==> src/sv/swtr_pkg.sv <==
// Shared types and constants for the sliding tile window reassignment block.
package swtr_pkg;

  localparam int COORD_W = 16;  // cell coordinate width, two's complement
  localparam int SLOT_W  = 6;   // slot index width on the result word

  typedef struct packed {
    logic signed [COORD_W-1:0] centre_x;
    logic signed [COORD_W-1:0] centre_y;
  } in_word_t;

  typedef struct packed {
    logic        [SLOT_W-1:0]  slot_index;
    logic signed [COORD_W-1:0] cell_x;
    logic signed [COORD_W-1:0] cell_y;
    logic                      last;
  } out_word_t;

  // controller -> datapath
  typedef struct packed {
    logic clear_wr;     // zero one occupancy entry (post-reset sweep)
    logic load_centre;  // latch new centre, zero freed/taken counts
    logic p1_read;      // read slot cell at scan address
    logic p1_map;       // window test, read occupancy at cell index
    logic p1_decide;    // mark cell covered or push slot on freed list
    logic p2_read;      // read occupancy at scan cell and next freed slot
    logic p2_decide;    // pair uncovered cell with freed slot, clear entry
    logic step;         // advance scan column/row
  } ctrl_cmd_t;

  // datapath -> controller
  typedef struct packed {
    logic same_centre;  // input word equals stored centre
    logic scan_done;    // scan counters at final position
    logic uncovered;    // registered occupancy read is zero
    logic out_busy;     // output register full and not being taken
  } dp_stat_t;

endpackage

==> src/sv/swtr_ram.sv <==
// Generic single-write, single-read RAM with registered read data.
module swtr_ram #(
  parameter int WIDTH = 8,
  parameter int DEPTH = 64,
  localparam int AW = $clog2(DEPTH)
) (
  input  logic             clk,
  input  logic             we,
  input  logic [AW-1:0]    waddr,
  input  logic [WIDTH-1:0] wdata,
  input  logic             re,
  input  logic [AW-1:0]    raddr,
  output logic [WIDTH-1:0] rdata
);

  logic [WIDTH-1:0] mem [DEPTH];

  always_ff @(posedge clk) begin
    if (we) begin
      mem[waddr] <= wdata;
    end
    if (re) begin
      rdata <= mem[raddr];
    end
  end

endmodule

==> src/sv/swtr_ctrl.sv <==
// Controller state machine: reset sweep, slot sort pass, pairing pass.
module swtr_ctrl (
  input  logic                 clk,
  input  logic                 rst,
  input  logic                 in_valid,
  output logic                 in_ready,
  input  swtr_pkg::dp_stat_t   stat,
  output swtr_pkg::ctrl_cmd_t  cmd
);

  typedef enum logic [2:0] {
    ST_CLEAR,
    ST_IDLE,
    ST_P1_READ,
    ST_P1_MAP,
    ST_P1_DECIDE,
    ST_P2_READ,
    ST_P2_DECIDE
  } state_t;

  state_t state;
  state_t state_next;
  logic   stall;

  assign in_ready = (state == ST_IDLE);
  assign stall    = stat.uncovered & stat.out_busy;

  always_comb begin
    cmd        = '0;
    state_next = state;
    case (state)
      ST_CLEAR: begin
        cmd.clear_wr = 1'b1;
        cmd.step     = 1'b1;
        if (stat.scan_done) begin
          state_next = ST_IDLE;
        end
      end
      ST_IDLE: begin
        if (in_valid && !stat.same_centre) begin
          cmd.load_centre = 1'b1;
          state_next      = ST_P1_READ;
        end
      end
      ST_P1_READ: begin
        cmd.p1_read = 1'b1;
        state_next  = ST_P1_MAP;
      end
      ST_P1_MAP: begin
        cmd.p1_map = 1'b1;
        state_next = ST_P1_DECIDE;
      end
      ST_P1_DECIDE: begin
        cmd.p1_decide = 1'b1;
        cmd.step      = 1'b1;
        state_next    = stat.scan_done ? ST_P2_READ : ST_P1_READ;
      end
      ST_P2_READ: begin
        cmd.p2_read = 1'b1;
        state_next  = ST_P2_DECIDE;
      end
      ST_P2_DECIDE: begin
        cmd.p2_decide = 1'b1;
        if (!stall) begin
          cmd.step   = 1'b1;
          state_next = stat.scan_done ? ST_IDLE : ST_P2_READ;
        end
      end
      default: begin
        state_next = ST_IDLE;
      end
    endcase
  end

  always_ff @(posedge clk) begin
    if (rst) begin
      state <= ST_CLEAR;
    end else begin
      state <= state_next;
    end
  end

endmodule

==> src/sv/swtr_dp.sv <==
// Datapath: scan counters, slot/occupancy/freed-list memories, output register.
module swtr_dp #(
  parameter int GRID_SIDE = 8
) (
  input  logic                 clk,
  input  logic                 rst,
  input  swtr_pkg::in_word_t   in_data,
  input  swtr_pkg::ctrl_cmd_t  cmd,
  output swtr_pkg::dp_stat_t   stat,
  input  logic                 out_ready,
  output logic                 out_valid,
  output swtr_pkg::out_word_t  out_data
);

  localparam int SLOTS = GRID_SIDE * GRID_SIDE;
  localparam int IDX_W = $clog2(SLOTS);
  localparam int CW    = $clog2(GRID_SIDE);
  localparam int CNT_W = $clog2(SLOTS + 1);
  localparam int HALF  = GRID_SIDE / 2;
  localparam int C_W   = swtr_pkg::COORD_W;

  localparam logic [CW-1:0]    LAST_POS = CW'(GRID_SIDE - 1);
  localparam logic [C_W-1:0]   HALF_C   = C_W'(HALF);
  localparam logic [C_W-1:0]   SIDE_C   = C_W'(GRID_SIDE);
  localparam logic [IDX_W-1:0] SIDE_I   = IDX_W'(GRID_SIDE);

  logic [CW-1:0]    col, row;
  logic [CNT_W-1:0] freed, taken;
  logic [C_W-1:0]   cx, cy;
  logic [SLOTS-1:0] slot_vld;
  logic             rd_vld;
  logic [IDX_W-1:0] slot_reg, m_reg;
  logic             in_win;

  logic [IDX_W-1:0] scan_addr;
  logic [2*C_W-1:0] slot_rd;
  logic [C_W-1:0]   sx, sy, dx, dy, nx, ny;
  logic             win_c;
  logic [IDX_W-1:0] m_c;
  logic             map_rd;
  logic [IDX_W-1:0] freed_rd;
  logic             kept, pair, out_busy, last_c;

  logic             map_we;
  logic [IDX_W-1:0] map_waddr, map_raddr;

  assign scan_addr = IDX_W'(col) + IDX_W'(row) * SIDE_I;

  // never-written slots read as their reset cell
  assign sx = rd_vld ? slot_rd[C_W-1:0]     : C_W'(col) - HALF_C;
  assign sy = rd_vld ? slot_rd[2*C_W-1:C_W] : C_W'(row) - HALF_C;

  assign dx    = sx - cx + HALF_C;
  assign dy    = sy - cy + HALF_C;
  assign win_c = (dx < SIDE_C) && (dy < SIDE_C);
  assign m_c   = IDX_W'(dx[CW-1:0]) + IDX_W'(dy[CW-1:0]) * SIDE_I;

  assign kept     = in_win & ~map_rd;
  assign out_busy = out_valid & ~out_ready;
  assign pair     = cmd.p2_decide & ~map_rd & ~out_busy;
  assign nx       = cx - HALF_C + C_W'(col);
  assign ny       = cy - HALF_C + C_W'(row);
  assign last_c   = ((taken + CNT_W'(1)) == freed);

  assign stat.same_centre = ($unsigned(in_data.centre_x) == cx) &&
                            ($unsigned(in_data.centre_y) == cy);
  assign stat.scan_done   = (col == LAST_POS) && (row == LAST_POS);
  assign stat.uncovered   = ~map_rd;
  assign stat.out_busy    = out_busy;

  // occupancy map port muxing
  assign map_we    = cmd.clear_wr | (cmd.p1_decide & kept) | cmd.p2_decide;
  assign map_waddr = cmd.p1_decide ? m_reg : scan_addr;
  assign map_raddr = cmd.p1_map ? m_c : scan_addr;

  swtr_ram #(.WIDTH(2 * C_W), .DEPTH(SLOTS)) u_slot_ram (
    .clk   (clk),
    .we    (pair),
    .waddr (freed_rd),
    .wdata ({ny, nx}),
    .re    (cmd.p1_read),
    .raddr (scan_addr),
    .rdata (slot_rd)
  );

  swtr_ram #(.WIDTH(1), .DEPTH(SLOTS)) u_map_ram (
    .clk   (clk),
    .we    (map_we),
    .waddr (map_waddr),
    .wdata (cmd.p1_decide),
    .re    (cmd.p1_map | cmd.p2_read),
    .raddr (map_raddr),
    .rdata (map_rd)
  );

  swtr_ram #(.WIDTH(IDX_W), .DEPTH(SLOTS)) u_freed_ram (
    .clk   (clk),
    .we    (cmd.p1_decide & ~kept),
    .waddr (freed[IDX_W-1:0]),
    .wdata (slot_reg),
    .re    (cmd.p2_read),
    .raddr (taken[IDX_W-1:0]),
    .rdata (freed_rd)
  );

  // scan counters: column outer, row inner, wrap to origin
  always_ff @(posedge clk) begin
    if (rst) begin
      col <= '0;
      row <= '0;
    end else if (cmd.step) begin
      if (row == LAST_POS) begin
        row <= '0;
        col <= (col == LAST_POS) ? '0 : col + CW'(1);
      end else begin
        row <= row + CW'(1);
      end
    end
  end

  always_ff @(posedge clk) begin
    if (rst) begin
      freed    <= '0;
      taken    <= '0;
      cx       <= '0;
      cy       <= '0;
      slot_vld <= '0;
    end else begin
      if (cmd.load_centre) begin
        freed <= '0;
        taken <= '0;
        cx    <= in_data.centre_x;
        cy    <= in_data.centre_y;
      end
      if (cmd.p1_decide && !kept) begin
        freed <= freed + CNT_W'(1);
      end
      if (pair) begin
        taken              <= taken + CNT_W'(1);
        slot_vld[freed_rd] <= 1'b1;
      end
    end
  end

  always_ff @(posedge clk) begin
    if (cmd.p1_read) begin
      rd_vld   <= slot_vld[scan_addr];
      slot_reg <= scan_addr;
    end
    if (cmd.p1_map) begin
      in_win <= win_c;
      m_reg  <= m_c;
    end
  end

  always_ff @(posedge clk) begin
    if (rst) begin
      out_valid <= 1'b0;
    end else if (pair) begin
      out_valid <= 1'b1;
    end else if (out_ready) begin
      out_valid <= 1'b0;
    end
  end

  always_ff @(posedge clk) begin
    if (pair) begin
      out_data.slot_index <= swtr_pkg::SLOT_W'(freed_rd);
      out_data.cell_x     <= nx;
      out_data.cell_y     <= ny;
      out_data.last       <= last_c;
    end
  end

endmodule

==> src/sv/sliding_window_tile_reassign.sv <==
// Sliding tile window reassignment: top level with controller and datapath.
//
// Keeps a GRID_SIDE x GRID_SIDE table of tile slots and the window centre.
// Each input word names a new centre cell. A word equal to the stored centre
// is taken and gives nothing. Otherwise the block runs two scans: a sort pass
// over all GRID_SIDE^2 slots (slot memory read, window test plus occupancy
// read, occupancy or freed-list write), then a pairing pass over all window
// cells (occupancy and freed-list read, then pairing). Every freed slot is
// paired with an uncovered window cell in column-major order and produces one
// result word; the final one carries last. A pairing waits while the output
// register is full. The input side is ready only between updates. After reset
// the occupancy memory is swept clear before the first word is taken. Cell
// arithmetic wraps modulo 2^16, so the window is toroidal at the edge of the
// coordinate range. GRID_SIDE ranges from 2 to 8.
module sliding_window_tile_reassign #(
  parameter int GRID_SIDE = 8
) (
  input  logic                clk,
  input  logic                rst,
  input  logic                in_valid,
  output logic                in_ready,
  input  swtr_pkg::in_word_t  in_data,
  output logic                out_valid,
  input  logic                out_ready,
  output swtr_pkg::out_word_t out_data
);

  swtr_pkg::ctrl_cmd_t cmd;
  swtr_pkg::dp_stat_t  stat;

  swtr_ctrl u_ctrl (
    .clk      (clk),
    .rst      (rst),
    .in_valid (in_valid),
    .in_ready (in_ready),
    .stat     (stat),
    .cmd      (cmd)
  );

  swtr_dp #(.GRID_SIDE(GRID_SIDE)) u_dp (
    .clk       (clk),
    .rst       (rst),
    .in_data   (in_data),
    .cmd       (cmd),
    .stat      (stat),
    .out_ready (out_ready),
    .out_valid (out_valid),
    .out_data  (out_data)
  );

  // no word is taken right after reset: the clearing sweep runs first
  a_sweep_after_reset: assert property (@(posedge clk)
    $past(rst) |-> !in_ready)
    else $error("input taken during post-reset sweep");

  // a new centre is only latched from an accepted word
  a_centre_from_accept: assert property (@(posedge clk) disable iff (rst)
    cmd.load_centre |-> (in_valid && in_ready))
    else $error("centre loaded without an accepted word");

  // a pairing blocked by a full output register stays pending
  a_pair_stall_holds: assert property (@(posedge clk) disable iff (rst)
    (cmd.p2_decide && stat.uncovered && stat.out_busy) |=> cmd.p2_decide)
    else $error("stalled pairing dropped");

endmodule

==> config.mk <==
export PLATFORM = sky130hd
export DESIGN_NAME = sliding_window_tile_reassign
export DESIGN_NICKNAME = d
export VERILOG_FILES = /design/src/sv/swtr_pkg.sv /design/src/sv/swtr_ram.sv /design/src/sv/swtr_ctrl.sv /design/src/sv/swtr_dp.sv /design/src/sv/sliding_window_tile_reassign.sv
export SDC_FILE = /design/constraint.sdc
export NUM_CORES = 2
export LEC_CHECK = 0
export BUFFER_PORTS_ARGS = -buffer_cell sky130_fd_sc_hd__buf_4
export CAP_MARGIN = 20
export CORE_MARGIN = 5
export CORE_UTILIZATION = 40
export CTS_CLUSTER_DIAMETER = 30
export DETAILED_ROUTE_END_ITERATION = 10
export HOLD_SLACK_MARGIN = 0.15
export MAX_ROUTING_LAYER = met4
export PLACE_DENSITY_LB_ADDON = 0.08
export SETUP_SLACK_MARGIN = 0.15
export SKIP_LAST_GASP = 1
export SLEW_MARGIN = 15
export SYNTH_ARGS = -nofsm -noshare
export SYNTH_HDL_FRONTEND = slang
export SYNTH_HIERARCHICAL = 1
export SYNTH_SLANG_ARGS = --single-unit
==> constraint.sdc <==
create_clock -name clk -period 6.1 [get_ports clk]
set_clock_uncertainty 0.1 [all_clocks]
set_input_delay 1.22 -clock clk [delete_from_list [all_inputs] [get_ports clk]]
set_output_delay 1.22 -clock clk [all_outputs]
set_load 0.01 [all_outputs]
# After elaboration in Yosys (flattened, before gate mapping)
# Memory sizes are Yosys's and may differ from the RTL's. A register that Yosys moved wholly into a read port is not among the register bits.
# Index checks and enable logic that the tools add are counted.
# Widths: inputs -> output; s select.
# word_totals
ramBits	2496
out_inout_bits	41
word_cells	122
mem_count	3
ff_bits	173
# classes
muxes	37
eq_ne	14
n_lt_le_gt_ge	5
n_reduce_logical	15
add_sub_neg	16
bitwise	15
# mem_list
memory	depth	word_bits	read_ports	rd_clocked_by_memory_dff	write_ports	line_no	rtl
u_dp.u_slot_ram.mem	64	32	1	1	1	swtr_ram.sv:16	logic [WIDTH-1:0] mem [DEPTH];
u_dp.u_freed_ram.mem	64	6	1	1	1	swtr_ram.sv:16	
u_dp.u_map_ram.mem	64	1	1	1	1	swtr_ram.sv:16	
# ops
cell	n
$or 64x64->64	1
$add 16x3->16	2
$add 16x3->16 const B	2
$eq 16x16->1	2
$lt 16x4->1 const B	2
$mux 16	2
$sub 16x16->16	2
$sub 16x3->16 const B	2
$mux 3	7
$mux 7	3
$pmux 3 s7	1
$mux 1	19
$eq 3x3->1 const B	5
$add 7x1->7 const B	2
$lt 6x7->1 const B	2
$add 3x6->6	2
$mux 6	2
$sub 3x3->4 const B	2
$and 1x1->1	7
$eq 7x7->1	1
$add 3x1->3 const B	2
$bmux 1 s6	1
$demux 1 s6	1
$eq 3x2->1 const B	2
other kinds (14)	28

# Logic depth before layout (Yosys ltp)
# logic_depth
ltp_word	8
ltp_mapped	15
depth_no_buf	12

# Hierarchy
# The synthesis kept the hierarchy.
# by_module_without_submodules
module	n_inst	cells_each	seq_area_each_um2	area_each_um2
swtr_ram at u_dp.u_slot_ram	1	3324	62459.9	78835.6
swtr_ram at u_dp.u_freed_ram	1	720	11711.2	15285.9
swtr_dp	1	1129	3933.8	10560.1
swtr_ram at u_dp.u_map_ram	1	204	1951.9	2924.1
swtr_ctrl	1	36	60.1	260.2

# Worst setup path after synthesis
# Ideal clock, no wire load.
# synth_timing
kind	input port to flip-flop
start	in out_ready
end	mem u_dp/u_slot_ram/mem[48][0] (netlist name), enable pin
stages	6
required_time_ns	5.539
setup_slack_ns	0.374
setup_time_ns	0.461
arrival_time_ns	5.166
n_path_buf	0
path_cell_list	nand2b_1 -> nand3_1 -> inv_1 -> nor2b_1 -> nand4b_1 -> nor3_1
# synth_via
elab_chain_len	6
# synth_rtl
item	line_no	rtl
start: declaration	sliding_window_tile_reassign.sv:24	input logic out_ready,
$not 1->1	swtr_dp.sv:59	assign out_busy = out_valid & ~out_ready;
$and 1x1->1	swtr_dp.sv:59	
$not 1->1	swtr_dp.sv:60	assign pair = cmd.p2_decide & ~map_rd & ~out_busy;
$and 1x1->1	swtr_dp.sv:60	
net u_dp.pair	swtr_dp.sv:42	logic kept, pair, out_busy, last_c;
$mux 1	swtr_ram.sv:19	if (we) begin
$mux 1 (implied by the code)	swtr_ram.sv:20	mem[waddr] <= wdata;
end: declaration	swtr_ram.sv:16	
# The timed path passes the listed nets, and every way through them passes these cells.

# Worst setup path after layout
# layout_timing
start	reg u_dp.col[2]
end	mem u_dp/u_slot_ram/mem[30][15] (netlist name), data pin
# layout_via
elab_chain_len	1
# layout_rtl
item	line_no	rtl
start: declaration	swtr_dp.sv:27	logic [CW-1:0] col, row;
start signal: assignment	swtr_dp.sv:114	col <= (col == LAST_POS) ? '0 : col + CW'(1);
$add 16x3->16	swtr_dp.sv:61	assign nx = cx - HALF_C + C_W'(col);
net u_dp.nx[15]	swtr_dp.sv:37	logic [C_W-1:0] sx, sy, dx, dy, nx, ny;
# The timed path passes the listed nets, and every way through them passes these cells.

==> reports/qor.yml <==
run:
  cap_violations: 0
route:
  via_per_inst: 5.69
  drt-wirelength-per-cell_um: 31.1
  final_antenna_net_count: 0
  firstDrtPassIters: 6
  drtIter0Drc: 5522
  drc: 0
  wirelength_um: 312000
  dr_total_vias: 57002
finish:
  reg.largest.list: "u_dp/u_slot_ram/mem x2048, u_dp/u_freed_ram/mem x384"
  drive_above_1_share_pct: 31.0
  fin_util_pct: 49.7
  register_area_um2: 80100
  regMostFlops: "u_dp/u_slot_ram/mem"
  fillCellCount: 21893
  largest_register_ffs: 2048
  area_delta_synth_final_pct: 23.6
  final_nets: 6123
  final_area_um2: 133000
  multi_input_area_um2: 26900
yosys:
  synth_compound_area_share_pct: 3.09
  synth_most_common_cell: "edfxtp_1"
  synth_edf_count: 2588
  synth.distinct_cells: 87
  synthCells: 5413
  synth_area_leaders: "edfxtp_1 (72%), mux4_2 (14%), dfxtp_1 (2.2%)"
  syn-num-nets: 5551
  syn_avg_cell_area_um2: 19.9
  synthArstFlopShare_pct: 0
  synth_fa_ha_area_share_pct: 1.21
  synth-seq-cells: 2708
  synth_area_um2: 108000
  synth_top_family_by_area: "multiplexers"
  yosysTopAreaCell: "edfxtp_1"
  muxShareOfSynthArea_pct: 15.7
  ys_seq_area_share_pct: 74.3
  synth-simple-area-share_pct: 3.52
  synth_common_cells: "edfxtp_1 (2588), mux4_2 (658), nor2_1 (439)"
  synthXorXnorAreaFrac_pct: 0.633
  yosysWarnings: 6
  synth_flop_cell: "edfxtp_1"
  synth_top_area_share_pct: 72.0
worst_setup_path:
  crit_required_ps: 6640
  crit_path_end_kind: "register"
  worst_path_max_delay_cell: "buf_4"
  worstSetupPathType: "reg -> reg"
  worst-endpoint-arrival_ps: 5200
  worst_path_largest_cell_delay_ps: 660
  path_buf_inv: 3
  cpMostUsedCell: "inv_1"
  worst_setup_path_start_kind: "register"
  cp_max_fo: 65
  path_delay_family: "compound AO/OA/AOI/OAI gates"
  crit_chain: "inv_1, ha_1, inv_1, fa_2, a21oi_1, nor2b_1, o31a_1, o41ai_4, o21ai_0, o41ai_1, xnor2_2, buf_4"
grt:
  grt_usage_pct: 22.7
  antenna_found_initial: 18
  grt_overflow: 0
  grt_max_degree: 101
  grt_pass1_wl_um: 441000
  grt_pass1_vias: 58578
clock_network:
  clkLatencyLatePin_ps: 990
  cts_max_level: 6
  clkTransAtPathRegs_ps: 40
  clock-root-buffer: "clkbuf_16"
  cts_resized: 0
  clock_sinks: 2708
  cts_tree: "yes"
  cts_hold_buf: 0
  cts_buffer_depth: 4
  post-cts-setup-buffers: 0
  cts_made_buffers: 574
sta:
  tightest_slew_ps: 1140
  slew_headroom_pct: 23.6
  period_share_pct: 76.4
  rsz0062_at_grt: "no"
  finalWorstPathRequiredPeriod_ps: 4660
  finalMaxSlewViolations: 0
  fmax_mhz: 214
  hold_violations: 0
  fin_hold_ws_ps: 359
  setup_violations: 0
  tns_ps: 0
power:
  vdd.ir_drop.worst_uv: 305
  p_int_uw: 40700
  pwr-share-clk_pct: 58.8
  swShare_pct: 21.2
  p_per_area_nw_per_um2: 387
  p_leak_uw: 0.0418
  power_frac_seq_pct: 39.4
  switching_power_uw: 11000
  power_frac_comb_pct: 1.8
floorplanning:
  die_area_um2: 280000
  start_util_pct: 40.2
  core_um2: 268000
  io_pins: 77
  die_w_um: 529
  num_rows: 190
  die_y_um: 529
placement:
  place.gp.congestion: 0.846
  io_buffers: 76
  placed_area_um2: 114000
  hpwlAfterDp_um: 184000
outcome:
  status: "finished clean"
hold_path:
  hold_class: "reg -> reg"
final cells by class:
| class | instances | area share (%) |
|---|---|---|
| flip-flops and latches | 2708 | 60.1 |
| multi-input cells | 2358 | 20.2 |
| clock buffers | 647 | 11.2 |
| well taps | 3552 | 3.33 |
| clock inverters | 398 | 3.28 |
| repair buffers | 280 | 1.71 |
| inverters | 63 | 0.177 |
| diodes | 18 | 0.0338 |
per-layer routing:
| metal | track usage (%) | vias up | share of wire [%] |
|---|---|---|---|
| met1 | 31.9 | 30790 | 44 |
| li1 | - | 23735 | - |
| met5 | - | - | 0 |
| met4 | 5.54 | 0 | 1.9 |
| met2 | 34.9 | 2081 | 47 |
| met3 | 3.91 | 396 | 6.5 |
worst paths after layout:
kind	start	to	slack, ps	depth (start not counted)
worst min register to register	u_dp/slot_vld[48]	u_dp/slot_vld[48]	360	2
worst max register to register	u_dp/col[2]	u_dp/u_slot_ram/mem[30][15]	1440	12
worst min-delay path	u_dp/slot_vld[48]	u_dp/slot_vld[48]	360	2
worst max-delay path	u_dp/col[2]	u_dp/u_slot_ram/mem[30][15]	1440	12
worst register-to-register path, cell delays in order, from the launching register on:
cell     delay, ps
dfxtp_4        580
inv_1          160
ha_1           310
inv_1           70
fa_2           450
a21oi_1        180
nor2b_1         80
o31a_1         290
o41ai_4        330
o21ai_0        310
o41ai_1        560
xnor2_2        160
buf_4          660
power by group through the flow:
stage	Sequential (µW)	Clock [µW]	Combinational [µW]
CTS	20300	30900	910
global placement	20700	0	902
global route	20300	31900	948
detailed placement	20700	0	909
floorplan	20700	0	393
finish	20300	30400	906
layout by cell type (no fill, tap or decap), types with 38 or more instances in the layout:
cell type,count
edfxtp_1,2588
mux4_2,658
clkbuf_16,584
nor2_1,377
buf_4,263
a21oi_1,175
mux2i_1,148
dfxtp_1,112
nand2_1,102
o22ai_1,102
clkinv_2,96
ha_1,94
clkinv_1,93
inv_1,62
nor2_4,62
bufinv_16,58
clkbuf_1,56
clkinvlp_4,55
nand3_1,48
xor2_1,43
nor2b_1,38
kinds of logic after synthesis:
logic type	after synthesis
compound gates	509
fa+ha+maj	102
flops	2708
simple gates	826
xor+xnor	78
mux	843
buf+inv	347
per-stage QoR:
stage / power, µW / cells / worst slack, ps
3_5_place_dp: 21600 / 8959 / 1240
6_report: 51600 / 10024 / 1440
5_1_grt: 53200 / 10009 / 1200
4_1_cts: 52200 / 10004 / 1400
3_3_place_gp: 21600 / 8956 / 623
2_1_floorplan: 21100 / 5413 / 374
(Power assumes the default switching activity.)
